**src/rtl/core/ipwcr_pkg.sv**
```systemverilog
`timescale 1ns / 1ps
// Shared types and constants for the IR pulse-width capture and replay unit.
// No dependencies.
package ipwcr_pkg;

    localparam int RUN_DEPTH_DEF  = 1024;
    localparam int COUNT_BITS_DEF = 16;

    localparam int          TIMEOUT_W     = 16;
    localparam logic [15:0] TIMEOUT_RESET = 16'd5000;
    localparam int          SEG_W         = 11;

    // Opcodes of a request
    localparam logic [1:0] OP_TICK    = 2'd0;
    localparam logic [1:0] OP_CAPTURE = 2'd1;
    localparam logic [1:0] OP_REPLAY  = 2'd2;

    // Engine modes
    localparam logic [1:0] MODE_IDLE    = 2'd0;
    localparam logic [1:0] MODE_CAPTURE = 2'd1;
    localparam logic [1:0] MODE_REPLAY  = 2'd2;

    typedef struct packed {
        logic [1:0] opcode;
        logic       level;
    } t_in_req;

    typedef struct packed {
        logic             carrier_on;
        logic [1:0]       mode;
        logic [SEG_W-1:0] segments;
        logic             overflow;
        logic             done_res;
    } t_out_res;

endpackage

```
**src/rtl/core/ipwcr_out_buf.sv**
```systemverilog
`timescale 1ns / 1ps
// Output register with a skid stage for the result channel.
// Depends on ipwcr_pkg.
module ipwcr_out_buf (
    input  logic                i_clk,
    input  logic                i_rst_n,
    input  logic                i_push,
    input  ipwcr_pkg::t_out_res i_res,
    output logic                o_full,
    output logic                o_valid,
    input  logic                i_stall,
    output ipwcr_pkg::t_out_res o_res
);
    import ipwcr_pkg::*;

    logic     r_out_valid;
    t_out_res r_out_res;
    logic     r_skid_valid;
    t_out_res r_skid_res;
    logic     pop;

    assign pop = r_out_valid && !i_stall;

    always_ff @(posedge i_clk) begin
        if (!i_rst_n) begin
            r_out_valid  <= 1'b0;
            r_skid_valid <= 1'b0;
        end else if (!r_out_valid || pop) begin
            if (r_skid_valid) begin
                r_out_valid  <= 1'b1;
                r_skid_valid <= 1'b0;
            end else begin
                r_out_valid <= i_push;
            end
        end else if (i_push) begin
            r_skid_valid <= 1'b1;
        end
    end

    always_ff @(posedge i_clk) begin
        if (!r_out_valid || pop) begin
            r_out_res <= r_skid_valid ? r_skid_res : i_res;
        end else if (i_push) begin
            r_skid_res <= i_res;
        end
    end

    assign o_full  = r_skid_valid;
    assign o_valid = r_out_valid;
    assign o_res   = r_out_res;

endmodule

```
**config.mk**
```make
export PLATFORM = sky130hd
export DESIGN_NAME = ipwcr_out_buf
export DESIGN_NICKNAME = d
export VERILOG_FILES = /design/src/rtl/core/ipwcr_pkg.sv /design/src/rtl/core/ipwcr_out_buf.sv
export SDC_FILE = /design/constraint.sdc
export NUM_CORES = 1
export LEC_CHECK = 0
export BUFFER_PORTS_ARGS = -buffer_cell sky130_fd_sc_hd__clkbuf_2
export CAP_MARGIN = 10
export CORE_ASPECT_RATIO = 0.6
export CORE_UTILIZATION = 30
export CTS_CLUSTER_DIAMETER = 40
export CTS_CLUSTER_SIZE = 20
export DETAILED_ROUTE_END_ITERATION = 10
export HOLD_SLACK_MARGIN = 0.05
export MAX_ROUTING_LAYER = met4
export PLACE_DENSITY = 0.48
export SYNTH_ARGS = -nofsm -noshare
export SYNTH_HDL_FRONTEND = slang
export SYNTH_SLANG_ARGS = --single-unit
export TNS_END_PERCENT = 20
```
**constraint.sdc**
```tcl
create_clock -name i_clk -period 1.48 [get_ports i_clk]
set_input_delay 0.222 -clock i_clk [delete_from_list [all_inputs] [get_ports i_clk]]
set_output_delay 0.222 -clock i_clk [all_outputs]
set_load 0.02 [all_outputs]
```
== Yosys cells after proc, flatten, opt, wreduce, memory -nomap -nowiden ==
Cells that the tools add are included.

* Register bits after elaboration: 34
* Bits of input ports: 20
* Output and inout port bits: 18

* Multiplexer cells: 2
* Bitwise operators: 2
* Reductions and logical operators: 6

{| class="wikitable"
|+ Operator list
! operator !! number
|-
| $mux 16 || 1
|-
| $logic_not 1->1 || 2
|-
| $not 1->1 || 2
|-
| $reduce_and 2->1 || 1
|-
| $reduce_or 2->1 || 1
|-
| $logic_and 1x1->1 || 1
|-
| $logic_or 1x1->1 || 1
|-
| $mux 1 || 1
|}

== Longest topological paths before layout ==
* Depth in word-level cells: 5
* Gate-level depth with buffers: 4

== Worst setup path after synthesis ==
Ideal clock, no wire load.

* Path kind: flip-flop to flip-flop
* Start: register r_out_valid (netlist: o_valid)
* End: register r_skid_res[0] (netlist name), enable pin
* Arrival: 959 ps
* Slack: 147 ps
* Stages on the path, launching flop included: 2
* Path buffers: 0
* Clock period less this slack: 1333 ps
* Path through: dfxtp_1 and3_1

* Cells in the longest elaborated chain, start to end: 4

{| class="wikitable"
|+ Ends and longest elaborated chain
! item !! RTL line !! text
|-
| start: declaration || ipwcr_out_buf.sv:16 || <nowiki>logic r_out_valid;</nowiki>
|-
| start signal: assignment || ipwcr_out_buf.sv:33 || <nowiki>r_out_valid <= i_push;</nowiki>
|-
| $logic_not 1->1 / $logic_and 1x1->1 (equally long branches) || ipwcr_out_buf.sv:41, ipwcr_out_buf.sv:22 ||
|-
| $logic_or 1x1->1 * || ipwcr_out_buf.sv:41 || <nowiki>if (!r_out_valid || pop) begin</nowiki>
|-
| $not 1->1 (no source line) * || - ||
|-
| $reduce_and 2->1 (no source line) * || - ||
|-
| end signal: assignment || ipwcr_out_buf.sv:44 || <nowiki>r_skid_res <= i_res;</nowiki>
|-
| end: declaration || ipwcr_out_buf.sv:19 || <nowiki>t_out_res r_skid_res;</nowiki>
|}

Every way passes the cells marked *; elsewhere a longest branch is shown, timed or not.
A chain may end at the register's enable or synchronous reset.

== Worst setup path in the final report ==
* Start: register r_skid_valid (netlist: o_full)
* End: output port o_full

{| class="wikitable"
|+ RTL lines
! item !! RTL line !! text
|-
| start: declaration || ipwcr_out_buf.sv:18 || <nowiki>logic r_skid_valid;</nowiki>
|-
| start signal: assignment || ipwcr_out_buf.sv:27 || <nowiki>r_skid_valid <= 1'b0;</nowiki>
|-
| start signal: assignment || ipwcr_out_buf.sv:31 || <nowiki>r_skid_valid <= 1'b0;</nowiki>
|-
| start signal: assignment || ipwcr_out_buf.sv:36 || <nowiki>r_skid_valid <= 1'b1;</nowiki>
|-
| end: declaration || ipwcr_out_buf.sv:9 || <nowiki>output logic o_full,</nowiki>
|}

No word-level cell between the ends.

==> metrics <==
status=completed; adder-cell share of the synthesized area=0%; Hold Crit Class=in -> reg; Post-Route WL=1.99 mm; unrepaired setup endpoints after global routing=no; register bit total from synthesis=34; Pwr Density=about 1200 nW/um2; full die area=4530 um2; CP Max Fanout=10; f_max=806 MHz; largest family of logic cells by synthesized area=multiplexers; Clock Path Buffers=2; met2 WL=914 um; fin. max-slew vios=0; XOR/XNOR Fraction of Synth Area=0%; crit end category=output pin; Mapped Avg Cell Area=22.4 um2; Metal-1 WL=about 930 um; Setup Skew=around 0.0043 ns; setup TNS=0 ns; die height=52.5 um; synth unique cells=11; setup bufs post-CTS=0; Reg clk slew, reported paths=0.07 ns; Worst Min Path Start=i_res[3]; clock sinks=34; Max-slew headroom=82.8%; top post-synthesis cells by count=edfxtp_1, mux2_4, mux2_2, dfxtp_1; Ys Warns=0; total grt overflow=0; Final min period=about 1.2 ns; share of layout cells above drive strength 1=62.3%; final hold vios=0; 1st-iter DRT viols=25; antenna violations before repair=0; Total GRT Usage=10.6%; cell taking the most area after synthesis=edfxtp_1; via/cell ratio=around 4; GP Congestion=0.630; Max Used Layer=met4; Pleak=0.000655 uW; CP arrival=approximately 1.0 ns; Reg area=between 1000 and 1500 um2; I/O Pins=38; Yosys top cell area share=75.2%; Max IR drop VDD=around 0.47 mV; Area growth syn-to-layout=27.5%; Resize count post-CTS=0; first-pass GRT wire length=roughly 3.1 mm; Std-Cell Rows=17; Inserted Diodes=0; Final Setup Violations=0; core area=3870 um2; vias after detailed routing=668; fillers=379; syn_nets=77; PortBufs=37; Num CTS Buffers=5; DR DRC count=0; pin count of the biggest net entering global routing=12; vias in the first global route=640; cts hold-fix bufs=0; hold path cells=1; Main synth FF type=edfxtp_1; post-synthesis cell area=1280 um2; Final period util=83.8%; hold endpoint=r_skid_res[3]; multi-input logic area=about 250 um2; Post-synth EDFFs=32; Synth Instances=57; Reg-to-Reg End=r_skid_res[8]; DR WL/cell=around 12 um; Antenna Violating Nets Remaining=0; nets@finish=125; WS Path Type=reg -> out; Area contributors post-synth=edfxtp_1, mux2_4, mux2_2, dfxtp_1, buf_12; CTS tree=built; asr flop ratio synth=0%; startpoint types=flip-flop; Req. time, crit path=1.26 ns; DP HPWL=1.39 mm; R2R Setup Slk=0.33 ns; Root Driver=clkbuf_8; count leader, synth=edfxtp_1; RR Startpoint=o_valid; Worst-Margin Slew=~0.26 ns; first-pass detailed-route iteration total=4; DR WL met3=140 um; max_cap viols=0; R2R depth=2; clock latency on the worst-skew pair=0.28 ns; H-tree depth=2; mux contribution to synthesized area=16.7%; synthesized-area fraction occupied by and/or/nand/nor cells=1.86%; Synth Area in Compound Gates=0.588%; sequential-to-total area share from yosys stat=between 70 and 80%; final core utilization=roughly 42%; die width=86.2 um; Starting Density=33.0%
## where the power goes
part | internal (uW) | switching [uW]
logic | 79.6 | 98.0
registers | 1110 | 12.7
clock network | 323 | 308
total | 1510 | 419
## flip-flops by register name, indices dropped and copies added (netlist names)
register	cells
o_full	1
o_res	16
o_valid	1
r_skid_res	16
## kinds of logic (layout without fill, tap and decap cells)
group           after synthesis  count (layout)
flops                        34              34
mux                          16              16
compound gates                1               1
buf+inv                       2              51
simple gates                  4               4
## critical path, cell delays in order, from the launching register on
cell and delay (ns):
dfxtp_1 0.33, buf_4 0.21, clkbuf_2 0.20
## how the worst max path moves through the flow
stage | startpoint | end | depth (start not counted)
finish | o_full | o_full | 2
global route | o_full | o_full | 2
CTS | o_full | o_full | 2
detailed placement | o_valid | r_skid_res[5] | 2
global placement | o_valid | r_skid_res[4] | 2
floorplan | o_valid | r_skid_res[0] | 1
## per-layer routing
metal | global-route usage, % | vias to the layer above
met5 | - | -
met4 | 5.00 | 0
met3 | 5.98 | 2
met2 | 15.1 | 26
met1 | 12.2 | 323
li1 | - | 317
## per-stage QoR
step / setup WS, ns / hold slack, ns / instance area [um2] / power (uW) / std cells
2_1_floorplan: 0.147 / 0.321 / 1280 / 1240 / 57
3_3_place_gp: 0.329 / 0.418 / 1550 / 1320 / 155
3_5_place_dp: 0.321 / 0.415 / 1550 / 1320 / 155
4_1_cts: 0.216 / 0.123 / 1630 / 1960 / 163
5_1_grt: 0.173 / 0.111 / 1630 / 2030 / 163
6_report: 0.239 / 0.133 / 1630 / 1930 / 163
## layout make-up
cell class                 count  share of cell area [%]
sequential                    34                    61.4
clock buffer                   6                    4.45
tap                           57                    4.38
multi-input combinational     21                    15.1
clock inverter                 2                   0.538
timing repair buffer          43                    14.1
## placed cells by master (no fill, tap or decap)
master / Yosys / final
nor3b_1: 1 / 1
and3_1: 1 / 1
clkinv_2: 0 / 1
clkbuf_2: 0 / 37
nor2_2: 1 / 1
dfxtp_1: 2 / 2
nand2_1: 1 / 1
edfxtp_1: 32 / 32
mux2_2: 7 / 7
mux2_4: 9 / 9
a21boi_0: 1 / 1
buf_4: 0 / 6
clkinv_1: 0 / 1
clkbuf_8: 0 / 5
clkbuf_1: 0 / 1
Power figures use the tool's default switching activity.
